<file path="src/rtl/wosr_pkg.sv">
`default_nettype none
// ----------------------------------------------------------------------------
// wosr_pkg
// Shared types, sizes and codes of the soft-ramp waveform oscillator.
// ----------------------------------------------------------------------------
package wosr_pkg;

  // Sizing of the phase accumulator, the sine table and the mix words
  localparam int PHASE_BITS       = 24;
  localparam int SINE_TABLE_DEPTH = 1024;
  localparam int MIX_BITS         = 24;
  localparam int MIX_SUM_BITS     = MIX_BITS + 2;

  // Fixed widths of the transaction fields
  localparam int FIELD_BITS  = 24;
  localparam int SAMPLE_BITS = 16;
  localparam int WAVE_BITS   = SAMPLE_BITS + 1;

  // Shared multiplier operand and product widths
  localparam int MUL_A_BITS = 2 * WAVE_BITS;
  localparam int MUL_B_BITS = SAMPLE_BITS + 1;
  localparam int MUL_P_BITS = MUL_A_BITS + MUL_B_BITS;

  // Q1.15 constants and the ramp step (0.025 in Q1.15)
  localparam logic [15:0] UNITY     = 16'd32768;
  localparam logic [15:0] RAMP_STEP = 16'd819;

  // Configuration register indexes
  localparam logic [1:0] REG_WAVEFORM   = 2'd0;
  localparam logic [1:0] REG_PHASE_STEP = 2'd1;
  localparam logic [1:0] REG_GAIN       = 2'd2;

  // Waveform codes
  localparam logic [1:0] WAVE_SINE     = 2'd0;
  localparam logic [1:0] WAVE_SAW      = 2'd1;
  localparam logic [1:0] WAVE_SQUARE   = 2'd2;
  localparam logic [1:0] WAVE_TRIANGLE = 2'd3;

  typedef struct packed {
    logic signed [FIELD_BITS-1:0] left_in;
    logic signed [FIELD_BITS-1:0] right_in;
    logic                         block_start;
    logic                         soft_start;
    logic                         soft_stop;
  } in_item_t;

  typedef struct packed {
    logic signed [FIELD_BITS-1:0]  left_out;
    logic signed [FIELD_BITS-1:0]  right_out;
    logic signed [SAMPLE_BITS-1:0] wave_sample;
  } out_item_t;

  // Operand load request to the shared multiplier
  typedef struct packed {
    logic                         load;
    logic signed [MUL_A_BITS-1:0] a;
    logic signed [MUL_B_BITS-1:0] b;
  } mul_req_t;

endpackage
`default_nettype wire

</file>
<file path="src/rtl/wosr_wave.sv">
`default_nettype none
// ----------------------------------------------------------------------------
// wosr_wave
// Waveform lookup: maps the phase to a Q1.15 sine, saw, square or triangle
// point in -32768..32768 and registers it on load.
// ----------------------------------------------------------------------------
module wosr_wave (
  input  wire logic                                 clk,
  input  wire logic                                 load,
  input  wire logic [wosr_pkg::PHASE_BITS-1:0]      phase,
  input  wire logic [1:0]                           waveform,
  output logic signed [wosr_pkg::WAVE_BITS-1:0]     wave
);
  import wosr_pkg::*;

  localparam int IDX_BITS  = $clog2(SINE_TABLE_DEPTH);
  localparam int QTR_BITS  = IDX_BITS - 2;
  localparam int QTR_DEPTH = SINE_TABLE_DEPTH / 4;
  localparam longint unsigned HALF_PI_Q30 = 64'd1686629713;
  localparam longint unsigned Q30_ONE     = 64'd1 << 30;
  localparam logic [PHASE_BITS-1:0] HALF_PHASE = {1'b1, {(PHASE_BITS-1){1'b0}}};

  typedef logic [QTR_DEPTH-1:0][15:0] sine_rom_t;

  // Quarter-wave sine point k of QTR_DEPTH, Q30 Taylor series, rounded to Q1.15
  function automatic logic [15:0] sine_quarter(input longint unsigned k);
    longint unsigned a, x, x2, t, s, v;
    a  = k << (32 - IDX_BITS);
    x  = (a * HALF_PI_Q30) >> 30;
    x2 = (x * x) >> 30;
    t  = Q30_ONE;
    t  = Q30_ONE - ((x2 * t) >> 30) / 156;
    t  = Q30_ONE - ((x2 * t) >> 30) / 110;
    t  = Q30_ONE - ((x2 * t) >> 30) / 72;
    t  = Q30_ONE - ((x2 * t) >> 30) / 42;
    t  = Q30_ONE - ((x2 * t) >> 30) / 20;
    t  = Q30_ONE - ((x2 * t) >> 30) / 6;
    s  = (x * t) >> 30;
    v  = (s + (64'd1 << 14)) >> 15;
    return v[15:0];
  endfunction

  function automatic sine_rom_t build_sine_rom();
    sine_rom_t r;
    for (int k = 0; k < QTR_DEPTH; k++) begin
      r[k] = sine_quarter(longint'(k));
    end
    return r;
  endfunction

  localparam sine_rom_t SINE_ROM = build_sine_rom();
  // Quarter-wave end point (the crest), kept apart from the table
  localparam logic [15:0] SINE_PEAK = sine_quarter(longint'(QTR_DEPTH));

  logic [PHASE_BITS+IDX_BITS-1:0] idx_scaled;
  logic [PHASE_BITS+15:0]         top_scaled;
  logic [IDX_BITS-1:0]            sidx;
  logic [1:0]                     quad;
  logic [QTR_BITS:0]              qidx;
  logic [15:0]                    qval;
  logic [15:0]                    f16;
  logic signed [WAVE_BITS:0]      tri_offset;
  logic signed [WAVE_BITS:0]      tri_mag;
  logic signed [WAVE_BITS:0]      wide_val;
  logic signed [WAVE_BITS-1:0]    wave_sel;

  // Table index and top 16 phase bits, for any phase width
  always_comb begin
    idx_scaled = {phase, {IDX_BITS{1'b0}}};
    top_scaled = {phase, 16'd0};
    sidx       = idx_scaled[PHASE_BITS+IDX_BITS-1 -: IDX_BITS];
    f16        = top_scaled[PHASE_BITS+15 -: 16];
    quad       = sidx[IDX_BITS-1 -: 2];
    qidx       = quad[0] ? (QTR_BITS+1)'(QTR_DEPTH) - {1'b0, sidx[QTR_BITS-1:0]}
                         : {1'b0, sidx[QTR_BITS-1:0]};
    qval       = qidx[QTR_BITS] ? SINE_PEAK : SINE_ROM[qidx[QTR_BITS-1:0]];
    tri_offset = $signed({2'b00, f16}) - $signed((WAVE_BITS+1)'(UNITY));
    tri_mag    = tri_offset[WAVE_BITS] ? -tri_offset : tri_offset;
  end

  // Select the waveform point
  always_comb begin
    wide_val = '0;
    unique case (waveform)
      WAVE_SINE: begin
        wide_val = quad[1] ? -$signed({2'b00, qval}) : $signed({2'b00, qval});
      end
      WAVE_SAW: begin
        wide_val = $signed((WAVE_BITS+1)'(UNITY)) - $signed({2'b00, f16});
      end
      WAVE_SQUARE: begin
        wide_val = (phase <= HALF_PHASE) ? $signed((WAVE_BITS+1)'(UNITY))
                                         : -$signed((WAVE_BITS+1)'(UNITY));
      end
      WAVE_TRIANGLE: begin
        wide_val = (tri_mag <<< 1) - $signed((WAVE_BITS+1)'(UNITY));
      end
      default: wide_val = '0;
    endcase
    wave_sel = wide_val[WAVE_BITS-1:0];
  end

  // Hold the point for the multiply steps
  always_ff @(posedge clk) begin
    if (load) begin
      wave <= wave_sel;
    end
  end

endmodule
`default_nettype wire

</file>
<file path="src/rtl/wosr_mul.sv">
`default_nettype none
// ----------------------------------------------------------------------------
// wosr_mul
// Shared signed multiplier with a registered product, used once for
// wave times damping and once for that product times gain.
// ----------------------------------------------------------------------------
module wosr_mul (
  input  wire logic                                  clk,
  input  wire wosr_pkg::mul_req_t                    req,
  output logic signed [wosr_pkg::MUL_P_BITS-1:0]     prod
);
  import wosr_pkg::*;

  logic signed [MUL_P_BITS-1:0] prod_next;

  // Multiply the sign-extended operands
  always_comb begin
    prod_next = MUL_P_BITS'(req.a) * MUL_P_BITS'(req.b);
  end

  // Hold the product until the next load
  always_ff @(posedge clk) begin
    if (req.load) begin
      prod <= prod_next;
    end
  end

endmodule
`default_nettype wire

</file>
<file path="src/rtl/waveform_oscillator_soft_ramp_core.sv">
`default_nettype none
// ----------------------------------------------------------------------------
// waveform_oscillator_soft_ramp_core
// Phase-accumulator oscillator with soft start/stop ramp, added into a mix.
// ----------------------------------------------------------------------------
// Each input transaction is one frame tick: left and right mix samples plus
// a block-start flag with soft-start and soft-stop requests. The block adds
// the scaled oscillator sample into both channels with saturation and
// returns them with the sample itself as one output transaction.
// The cfg channel writes waveform, phase step and gain; the user must write
// them only while the block is idle, which the block itself does not enforce;
// cfg_ready is always high. For each item the sequencer steps through the
// wave lookup, two passes through the shared multiplier, rounding, then the
// left and right saturating adds through one adder, and raises out_valid on
// the final mix step.
// in_ready is high only while the sequencer is idle. A finished result
// waits in the output register; the next item is accepted meanwhile, and
// its final step holds until the output register is taken.
// Reset (synchronous) clears phase, sets damping and ramp target to unity
// with no ramp, and restores the register defaults; no sweep is needed.
// ----------------------------------------------------------------------------
module waveform_oscillator_soft_ramp_core (
  input  wire logic                 clk,
  input  wire logic                 rst,
  input  wire logic                 in_valid,
  output logic                      in_ready,
  input  wire wosr_pkg::in_item_t   in_data,
  output logic                      out_valid,
  input  wire logic                 out_ready,
  output wosr_pkg::out_item_t       out_data,
  input  wire logic                 cfg_valid,
  output logic                      cfg_ready,
  input  wire logic [1:0]           cfg_index,
  input  wire logic [wosr_pkg::FIELD_BITS-1:0] cfg_data
);
  import wosr_pkg::*;

  typedef enum logic [2:0] {
    ST_IDLE, ST_WAVE, ST_MUL1, ST_MUL2, ST_SCALE, ST_MIXL, ST_MIXR
  } state_t;

  typedef enum logic [1:0] {
    RAMP_NONE, RAMP_UP, RAMP_DOWN
  } ramp_t;

  localparam int Q_SHIFT = 30;
  localparam logic signed [MUL_P_BITS:0] ROUND_HALF =
    (MUL_P_BITS+1)'(64'sd1 <<< (Q_SHIFT - 1));
  localparam logic signed [MUL_P_BITS:0] SAMPLE_MAX = (MUL_P_BITS+1)'(32767);
  localparam logic signed [MUL_P_BITS:0] SAMPLE_MIN = -(MUL_P_BITS+1)'(32768);
  localparam logic signed [MIX_SUM_BITS-1:0] MIX_MAX =
    MIX_SUM_BITS'((64'sd1 <<< (MIX_BITS - 1)) - 64'sd1);
  localparam logic signed [MIX_SUM_BITS-1:0] MIX_MIN = -MIX_MAX - MIX_SUM_BITS'(1);
  localparam logic signed [17:0] STEP_S = 18'($unsigned(RAMP_STEP));

  state_t                         state;
  ramp_t                          ramp_dir;
  logic [1:0]                     waveform;
  logic [FIELD_BITS-1:0]          phase_step;
  logic [15:0]                    gain;
  logic [PHASE_BITS-1:0]          phase;
  logic [15:0]                    damping;
  logic [15:0]                    damping_next;
  logic [15:0]                    ramp_target;
  logic signed [FIELD_BITS-1:0]   left_in;
  logic signed [FIELD_BITS-1:0]   right_in;
  logic signed [FIELD_BITS-1:0]   left_sum;
  logic signed [SAMPLE_BITS-1:0]  scaled;
  logic signed [SAMPLE_BITS-1:0]  scaled_next;
  logic signed [WAVE_BITS-1:0]    wave;
  logic signed [MUL_P_BITS-1:0]   prod;
  mul_req_t                       mul_req;
  logic signed [MUL_P_BITS:0]     rnd_sum;
  logic signed [MUL_P_BITS:0]     rnd_q;
  logic signed [17:0]             ramp_rem;
  logic signed [17:0]             ramp_nd;
  logic [FIELD_BITS-1:0]          mix_sel;
  logic signed [MIX_BITS-1:0]     mix_word;
  logic signed [MIX_SUM_BITS-1:0] mix_add;
  logic signed [MIX_SUM_BITS-1:0] mix_sum;
  logic signed [MIX_SUM_BITS-1:0] mix_sat;
  logic signed [FIELD_BITS-1:0]   mix_res;
  logic                           out_free;

  assign in_ready  = (state == ST_IDLE);
  assign cfg_ready = 1'b1;
  assign out_free  = !out_valid || out_ready;

  wosr_wave u_wave (
    .clk      (clk),
    .load     (state == ST_WAVE),
    .phase    (phase),
    .waveform (waveform),
    .wave     (wave)
  );

  // Route operands to the shared multiplier
  always_comb begin
    mul_req.load = (state == ST_MUL1) || (state == ST_MUL2);
    mul_req.a    = MUL_A_BITS'(wave);
    mul_req.b    = $signed({1'b0, damping});
    if (state == ST_MUL2) begin
      mul_req.a = prod[MUL_A_BITS-1:0];
      mul_req.b = $signed({1'b0, gain});
    end
  end

  wosr_mul u_mul (
    .clk  (clk),
    .req  (mul_req),
    .prod (prod)
  );

  // Round the Q45 product to Q1.15 and saturate
  always_comb begin
    rnd_sum = (MUL_P_BITS+1)'(prod) + ROUND_HALF;
    rnd_q   = rnd_sum >>> Q_SHIFT;
    priority if (rnd_q > SAMPLE_MAX) begin
      scaled_next = 16'sh7fff;
    end else if (rnd_q < SAMPLE_MIN) begin
      scaled_next = -16'sh7fff - 16'sh0001;
    end else begin
      scaled_next = rnd_q[SAMPLE_BITS-1:0];
    end
  end

  // Step the damping ramp while far enough from its target
  always_comb begin
    ramp_rem     = $signed({2'b00, ramp_target}) - $signed({2'b00, damping});
    ramp_nd      = (ramp_dir == RAMP_UP) ? $signed({2'b00, damping}) + STEP_S
                                         : $signed({2'b00, damping}) - STEP_S;
    damping_next = damping;
    if ((ramp_rem >= STEP_S || ramp_rem <= -STEP_S) &&
        (ramp_dir == RAMP_UP || ramp_dir == RAMP_DOWN)) begin
      priority if (ramp_nd < 18'sd0) begin
        damping_next = 16'd0;
      end else if (ramp_nd > 18'sd65535) begin
        damping_next = 16'hffff;
      end else begin
        damping_next = ramp_nd[15:0];
      end
    end
  end

  // Shared saturating adder: left channel first, then right
  always_comb begin
    mix_sel  = (state == ST_MIXL) ? $unsigned(left_in) : $unsigned(right_in);
    mix_word = MIX_BITS'(mix_sel);
    mix_add  = MIX_SUM_BITS'(scaled) <<< (MIX_BITS - SAMPLE_BITS);
    mix_sum  = MIX_SUM_BITS'(mix_word) + mix_add;
    priority if (mix_sum > MIX_MAX) begin
      mix_sat = MIX_MAX;
    end else if (mix_sum < MIX_MIN) begin
      mix_sat = MIX_MIN;
    end else begin
      mix_sat = mix_sum;
    end
    mix_res = FIELD_BITS'(mix_sat);
  end

  // Sequencer, oscillator state, configuration and output register
  always_ff @(posedge clk) begin
    if (rst) begin
      state       <= ST_IDLE;
      out_valid   <= 1'b0;
      waveform    <= WAVE_SINE;
      phase_step  <= FIELD_BITS'(153919);
      gain        <= UNITY;
      phase       <= '0;
      damping     <= UNITY;
      ramp_dir    <= RAMP_NONE;
      ramp_target <= UNITY;
    end else begin
      // Raise the output on the final mix step, drop it once taken
      if (state == ST_MIXR && out_free) begin
        out_valid <= 1'b1;
      end else if (out_ready) begin
        out_valid <= 1'b0;
      end
      if (cfg_valid && cfg_ready) begin
        unique case (cfg_index)
          REG_WAVEFORM:   waveform   <= cfg_data[1:0];
          REG_PHASE_STEP: phase_step <= cfg_data;
          REG_GAIN:       gain       <= cfg_data[15:0];
          default: ;
        endcase
      end
      unique case (state)
        ST_IDLE: begin
          if (in_valid) begin
            left_in  <= in_data.left_in;
            right_in <= in_data.right_in;
            if (in_data.block_start) begin
              ramp_target <= in_data.soft_stop ? 16'd0 : UNITY;
              damping     <= in_data.soft_start ? 16'd0 : UNITY;
              ramp_dir    <= in_data.soft_start ? RAMP_UP :
                             (in_data.soft_stop ? RAMP_DOWN : RAMP_NONE);
            end
            state <= ST_WAVE;
          end
        end
        ST_WAVE:  state <= ST_MUL1;
        ST_MUL1:  state <= ST_MUL2;
        ST_MUL2:  state <= ST_SCALE;
        ST_SCALE: begin
          scaled  <= scaled_next;
          damping <= damping_next;
          phase   <= phase + PHASE_BITS'(phase_step);
          state   <= ST_MIXL;
        end
        ST_MIXL: begin
          left_sum <= mix_res;
          state    <= ST_MIXR;
        end
        ST_MIXR: begin
          if (out_free) begin
            out_data.left_out    <= left_sum;
            out_data.right_out   <= mix_res;
            out_data.wave_sample <= scaled;
            state                <= ST_IDLE;
          end
        end
        default: state <= ST_IDLE;
      endcase
    end
  end

`ifndef SYNTHESIS
  a_accept_busy: assert property (@(posedge clk) disable iff (rst)
    in_valid && in_ready |=> !in_ready)
    else $error("input accepted while the sequencer stays ready");

  a_phase_hold: assert property (@(posedge clk) disable iff (rst)
    state != ST_SCALE |=> $stable(phase))
    else $error("phase moved outside the scale step");

  a_damping_range: assert property (@(posedge clk) disable iff (rst)
    damping <= UNITY)
    else $error("damping ramp left its range");

  a_out_source: assert property (@(posedge clk) disable iff (rst)
    $rose(out_valid) |-> $past(state == ST_MIXR))
    else $error("output loaded outside the final mix step");
`endif

endmodule
`default_nettype wire

</file>
<file path="config.mk">
export PLATFORM = sky130hd
export DESIGN_NAME = waveform_oscillator_soft_ramp_core
export DESIGN_NICKNAME = d
export VERILOG_FILES = /design/src/rtl/wosr_pkg.sv /design/src/rtl/wosr_wave.sv /design/src/rtl/wosr_mul.sv /design/src/rtl/waveform_oscillator_soft_ramp_core.sv
export SDC_FILE = /design/constraint.sdc
export NUM_CORES = 2
export LEC_CHECK = 0
export BUFFER_PORTS_ARGS = -buffer_cell sky130_fd_sc_hd__buf_4
export CAP_MARGIN = 15
export CORE_MARGIN = 2
export CORE_UTILIZATION = 60
export CTS_CLUSTER_DIAMETER = 40
export CTS_CLUSTER_SIZE = 10
export DETAILED_ROUTE_END_ITERATION = 10
export GPL_TIMING_DRIVEN = 0
export MAX_ROUTING_LAYER = met4
export PLACE_DENSITY = 0.89
export SYNTH_ARGS = -nofsm -noshare
export SYNTH_HDL_FRONTEND = slang
export SYNTH_SLANG_ARGS = --single-unit
</file>
<file path="constraint.sdc">
create_clock -name clk -period 21.5 [get_ports clk]
set_input_delay 6.45 -clock clk [delete_from_list [all_inputs] [get_ports clk]]
set_output_delay 6.45 -clock clk [all_outputs]
set_load 0.01 [all_outputs]
</file>
* After elaboration in Yosys (flattened, before gate mapping)
Memory sizes are Yosys's and may differ from the RTL's.
Cells that the tools add are included.
** Storage, ports and cells
- Bits in registers :: 324
- Bits in latches :: 0
- RAM bits :: 0
- ROM bits :: 4096
- Input bits :: 82
- Output and inout bits :: 67
- Logic and storage cells :: 110
- Memories :: 1
** Cells by class
- Add/sub/neg operators :: 12
- Multiply operators :: 1
- Div/mod/pow operators :: 0
- $lt $le $gt $ge :: 10
- Equal/unequal tests :: 17
- Shift operators :: 0
- Mux-type cells :: 28
- Bitwise logic cells :: 1
- Reduce and logical (&&, ||, !) cells :: 22
** Memory list
- (no name shown) :: depth 256, width 16, read ports 1, clocked after memory_dff 0, write ports 0, RTL line wosr_wave.sv:76 : qval = qidx[QTR_BITS] ? SINE_PEAK : SINE_ROM[qidx[QTR_BITS-1:0]];
** Operators by type and width (count)
- 16-bit two-way mux :: 11
- 24-bit two-way mux :: 3
- 17-bit case mux with 4 select lines :: 1
- 51-bit by 31-bit adder with 52-bit output, second input constant :: 1
- 34-bit by 17-bit multiplier with 51-bit output :: 1
- 51-bit two-way mux :: 1
- 17-bit two-way mux :: 2
- 16-bit case mux with 2 select lines :: 1
- 24-bit by 24-bit adder with 25-bit output :: 1
- 25-bit by 24-bit > comparator with 1-bit output, second input constant :: 1
- 25-bit by 24-bit < comparator with 1-bit output, second input constant :: 1
- 24-bit adder :: 1
- 24-bit <= comparator, second input constant :: 1
- 22-bit by 16-bit > comparator with 1-bit output, second input constant :: 1
- 22-bit by 16-bit < comparator with 1-bit output, second input constant :: 1
- 3-bit case mux with 7 select lines :: 1
- 18-bit by 17-bit > comparator with 1-bit output, second input constant :: 1
- 18-bit by 1-bit < comparator with 1-bit output, second input constant :: 1
- 18-bit two-way mux :: 1
- 16-bit by 10-bit adder with 17-bit output, second input constant :: 1
- 17-bit by 11-bit >= comparator with 1-bit output, second input constant :: 1
- 17-bit by 11-bit <= comparator with 1-bit output, second input constant :: 1
- 16-bit negation with 17-bit output :: 1
- 16-bit by 10-bit subtractor with 17-bit output, second input constant :: 1
- 28 further kinds :: 54

* Logic depth before layout (Yosys ltp)
- Depth in word-level cells :: 8
- Mapped depth :: 34
- Depth with buffers taken out :: 29

* Cells and area by module
Synthesis repeated with hierarchy kept, for this count alone.
** Unflattened totals
- Cell total of the unflattened synthesis :: 4718
- Area, all modules :: 42024.1 sq um
** Modules (own cells, without submodules)
- wosr_mul :: times used 1, cells an instance 2293, area each 21494.4 sq um, seq. area each 1531.5 sq um
- waveform_oscillator_soft_ramp_core :: times used 1, cells an instance 1227, area each 12478.2 sq um, seq. area each 6346.1 sq um
- wosr_wave :: times used 1, cells an instance 1198, area each 8051.5 sq um, seq. area each 510.5 sq um

* Worst setup path before layout
OpenSTA, ideal clock, no wires.
- Path kind :: input -> register
- Start point :: input port rst
- End point :: register out_data[0] in the netlist's numbering, enable pin
- Setup time :: 578 ps
- Data arrival time :: 11337 ps
- Data required time :: 20922 ps
- Setup slack :: 9585 ps
- Cell stages on the path :: 2
- Buffers on the path :: 1
- Cell sequence :: clkbuf_1 nor3b_1
** On the way
- Word-level cells in the longest chain between the ends :: 2
** RTL lines
- start: declaration :: RTL line waveform_oscillator_soft_ramp_core.sv:24 : input wire logic rst,
- 1-bit NOT (no source line)
- 3-bit AND reduction (no source line)
- end: declaration :: RTL line waveform_oscillator_soft_ramp_core.sv:30 : output wosr_pkg::out_item_t out_data,
Every way passes these cells.
A chain may end at the register's enable or synchronous reset.

* Worst setup path after layout
- Start point :: register state[1]
- End point :: register u_mul.prod[48] in the netlist's numbering, data pin
** On the way
- Word-level cells in the longest chain between the ends :: 3
** RTL lines
- start: declaration :: RTL line waveform_oscillator_soft_ramp_core.sv:56 : state_t state;
- start signal: assignment :: RTL line waveform_oscillator_soft_ramp_core.sv:164 : state <= ST_IDLE;
- start signal: assignment :: RTL line waveform_oscillator_soft_ramp_core.sv:199 : state <= ST_WAVE;
- start signal: assignment :: RTL line waveform_oscillator_soft_ramp_core.sv:202 : ST_WAVE: state <= ST_MUL1;
- 3-bit by 2-bit == test with 1-bit output :: RTL line waveform_oscillator_soft_ramp_core.sv:102 : if (state == ST_MUL2) begin
- 51-bit two-way mux :: RTL line waveform_oscillator_soft_ramp_core.sv:102
- 34-bit by 17-bit multiplier with 51-bit output :: RTL line wosr_mul.sv:18 : prod_next = MUL_P_BITS'(req.a) * MUL_P_BITS'(req.b);
- named net u_mul.prod_next[48] :: RTL line wosr_mul.sv:14 : logic signed [MUL_P_BITS-1:0] prod_next;
- end signal: assignment :: RTL line wosr_mul.sv:24 : prod <= prod_next;
- end: declaration :: RTL line wosr_mul.sv:10 : output logic signed [wosr_pkg::MUL_P_BITS-1:0] prod
The timed path passes the listed nets, and every way through them passes these cells.

==> flow_metrics.py <==
metrics = {
    "timing": {
        "grt_setup_unrepaired": "no",
        "clock-skew-final_ns": 0.0953,
        "finalMaxSlewViolations": 7,
        "finalCriticalPeriod_ns": 12.12,
        "fin_crit_sh_pct": 56.4,
        "clock.fmax_mhz": 82.5,
        "finalSetupViolCount": 0,
        "slew_headroom_pct": -8.12,
        "hold_viol_final": 0,
        "worst_slew_pin_slew_ns": 1.62,
        "final.setup.worst_slack_ns": 9.38,
        "final_total_negative_setup_slack_ns": 0,
    },
    "clock_tree": {
        "tritoncts_clock_tree": "built",
        "cts-htree-levels": 2,
        "cts_hold_buf": 0,
        "clk-insertion-delay-late_ns": 0.66,
        "cts_made_buffers": 52,
        "post-cts-setup-buffers": 0,
        "cts.sink_count": 309,
        "cts.reportedPaths.clkPinSlew_ns": 0.06,
        "ctsResizeCount": 0,
        "clock_tree.buffer_depth": 3,
        "cts.root.buffer_cell": "clkbuf_16",
    },
    "route": {
        "top_signal_layer_used": "met4",
        "detail_route.iter0.violations": 6130,
        "drt.antenna.violating_nets": 0,
        "dr_total_vias": 38700,
        "drt-vias-per-instance": 6.77,
        "wl_met3_um": 24500,
        "route.met2.wl_um": 71700,
        "post-route-drc-count": 3,
        "totalWireLength_um": 170000,
        "drt-met1-wl_um": 55400,
        "drt_first_pass_iters": 11,
        "wire_per_inst_um": 29.7,
    },
    "yosys": {
        "netlist_instances": 4588,
        "avgSynthCellArea_um2": 8.62,
        "mappedNetlistArea_mm2": 0.0395,
        "synth_edf_count": 220,
        "synth.distinct_cells": 96,
        "share_of_synthesized_registers_carrying_an_async_set_or_reset_pct": 0,
        "synth-seq-cells": 309,
        "synth_sequential_area_ratio_pct": 21.2,
        "postSynthNetCount": 5377,
        "most_used_flip_flop_cell_after_synthesis": "edfxtp_1",
        "ys_warn_count": 0,
    },
    "job": {
        "max_cap_viol_count": 0,
    },
    "floorplanning": {
        "dieHeight_um": 261,
        "pin_count": 149,
        "die_area_mm2": 0.0680,
        "chipWidth_um": 261,
        "initial_standard_cell_utilization_of_the_core_pct": 60.3,
        "core.rowCount": 94,
        "core-area_mm2": 0.0655,
    },
    "pwr": {
        "power_dens_cells_mw_per_mm2": 69.9,
        "total_leakage_power_nw": 19.3,
        "power.ir.vdd_worst_mv": 0.0655,
    },
    "setup_path": {
        "worstPathRequired_ns": 21.82,
        "worst_setup_path_end_kind": "flip-flop",
        "critical-path-slowest-cell": "clkbuf_1",
        "crit_path_max_fanout": 10,
        "timing.critical_path.from_type": "flip-flop",
        "critical-path-top-cell-by-count": "fa_1",
        "delay_of_the_slowest_cell_on_the_worst_path_ns": 0.89,
        "criticalPathCategory": "reg2reg",
        "data_arrival_critical_path_ns": 12.44,
    },
    "global_route": {
        "gr-total-overflow": 0,
        "grt_pass1_wl_um": 251000,
        "grt_max_degree": 31,
        "antenna_found_initial": 2,
        "globalRouteTotalUtil_pct": 52.1,
        "number_of_global_route_vias_before_repair": 39200,
    },
    "finish": {
        "finish.net_count": 5607,
        "final_cell_mix": "692 x nand2_1, 674 x inv_1, 519 x fa_1",
        "fillerInstances": 4919,
        "area_growth_pct": 10.8,
        "layout-drive-gt1-share_pct": 8.38,
        "layout_commonest_cell": "nand2_1",
    },
    "place": {
        "buffer_ports.inserted": 147,
        "post-place-ws_ns": 10.05,
        "dp_hpwl_um": 124000,
        "gpl.final_weighted_congestion": 1.09,
    },
    "status": {
        "violated_checks": "DRC, slew limit",
        "run_status": "complete, but fails checks",
    },
    "worst_hold_path": {
        "holdCritPathClass": "reg2reg",
    },
}
## synthesized netlist by cell type, types with 59 or more instances
cell type | instances | area share (%)
a21o_1 | 68 | 1.3
a21oi_1 | 256 | 3.2
clkbuf_1 | 217 | 2.1
dfxtp_1 | 89 | 4.5
edfxtp_1 | 220 | 17
fa_1 | 519 | 26
ha_1 | 188 | 5.9
inv_1 | 674 | 6.4
mux2i_1 | 59 | 1.5
nand2_1 | 692 | 6.6
nand3_1 | 72 | 0.91
nor2_1 | 380 | 3.6
nor3_1 | 69 | 0.87
o21ai_0 | 174 | 2.2
xnor2_1 | 87 | 1.9
## power breakdown
part	internal [mW]	leakage, nW	switching [mW]
clock network	0.510	0.839	0.335
registers	0.718	2.73	0.0457
logic	0.517	15.7	0.937
## sequential cells by signal, indices dropped and copies added, names as in the netlist, 17 cells and up
name         flops
left_in         24
left_sum        24
out_data        64
phase           24
phase_step      24
right_in        24
u_mul.prod      51
u_wave.wave     17
## per-layer routing
metal	GRT usage, %	vias up
met1	57.8	18300
met5	-	-
met3	20.5	1223
li1	-	15700
met4	40.9	0
met2	74.7	3545
## metrics by stage
stage / hold slack [ns] / std cells / total power, mW / cell area [um^2] / utilization [%]
after floorplan: 0.400 / 4588 / 1.70 / 39500 / -
after global placement: 0.400 / 5599 / 2.03 / 41700 / 63.7
after detailed placement: 0.405 / 5620 / 2.11 / 42000 / 64.2
after CTS: 0.388 / 5712 / 2.98 / 43700 / 66.8
after global routing: 0.354 / 5722 / 3.20 / 43800 / 66.9
final: 0.344 / 5722 / 3.06 / 43800 / 66.9
## cell families (layout without fill, tap and decap cells)
| group | after synthesis | in the layout | synth area share [%] |
|---|---|---|---|
| AO/OA/AOI/OAI | 910 | 910 | 15.2 |
| multiplexers | 90 | 90 | 2.49 |
| other | 1 | 3 | 0.00949 |
| buffers and inverters | 971 | 1239 | 9.42 |
| XOR/XNOR | 135 | 135 | 3.05 |
| flip-flops | 309 | 309 | 21.2 |
| AND/OR/NAND/NOR | 1457 | 1457 | 16.2 |
| adder cells (fa/ha/maj) | 715 | 715 | 32.4 |
## area by class of cell
type | count | area (um^2) | area share, %
tap | 864 | 1080 | 2.47
timing repair buffer | 176 | 1420 | 3.23
clock buffer | 60 | 1370 | 3.14
antenna | 2 | 5.00 | 0.0114
sequential | 309 | 8390 | 19.1
inverter | 679 | 2550 | 5.82
clock inverter | 32 | 349 | 0.797
multi-input combinational | 3308 | 27500 | 62.7
buffer | 292 | 1180 | 2.69
## worst max-delay path, delay by kind of cell, from the launching register on
family	cells	cell delay, ns
fa+ha+maj	7	3.53
buf+inv	10	2.79
simple gates	9	2.62
compound gates	7	2.59
flops	1	0.30
## path summary, 6_finish.rpt
kind | startpoint | end | slack, ns | cells after the start
min | left_sum[16]$_DFFE_PP_ | out_data[56]$_DFFE_PP_ | 0.34 | 0
min reg2reg | left_sum[16]$_DFFE_PP_ | out_data[56]$_DFFE_PP_ | 0.34 | 0
max | state[1]$_SDFFE_PP0P_ | u_mul.prod[48]$_DFFE_PP_ | 9.38 | 33
max reg2reg | state[1]$_SDFFE_PP0P_ | u_mul.prod[48]$_DFFE_PP_ | 9.38 | 33
Note: power is estimated with default switching activity, not from simulation.
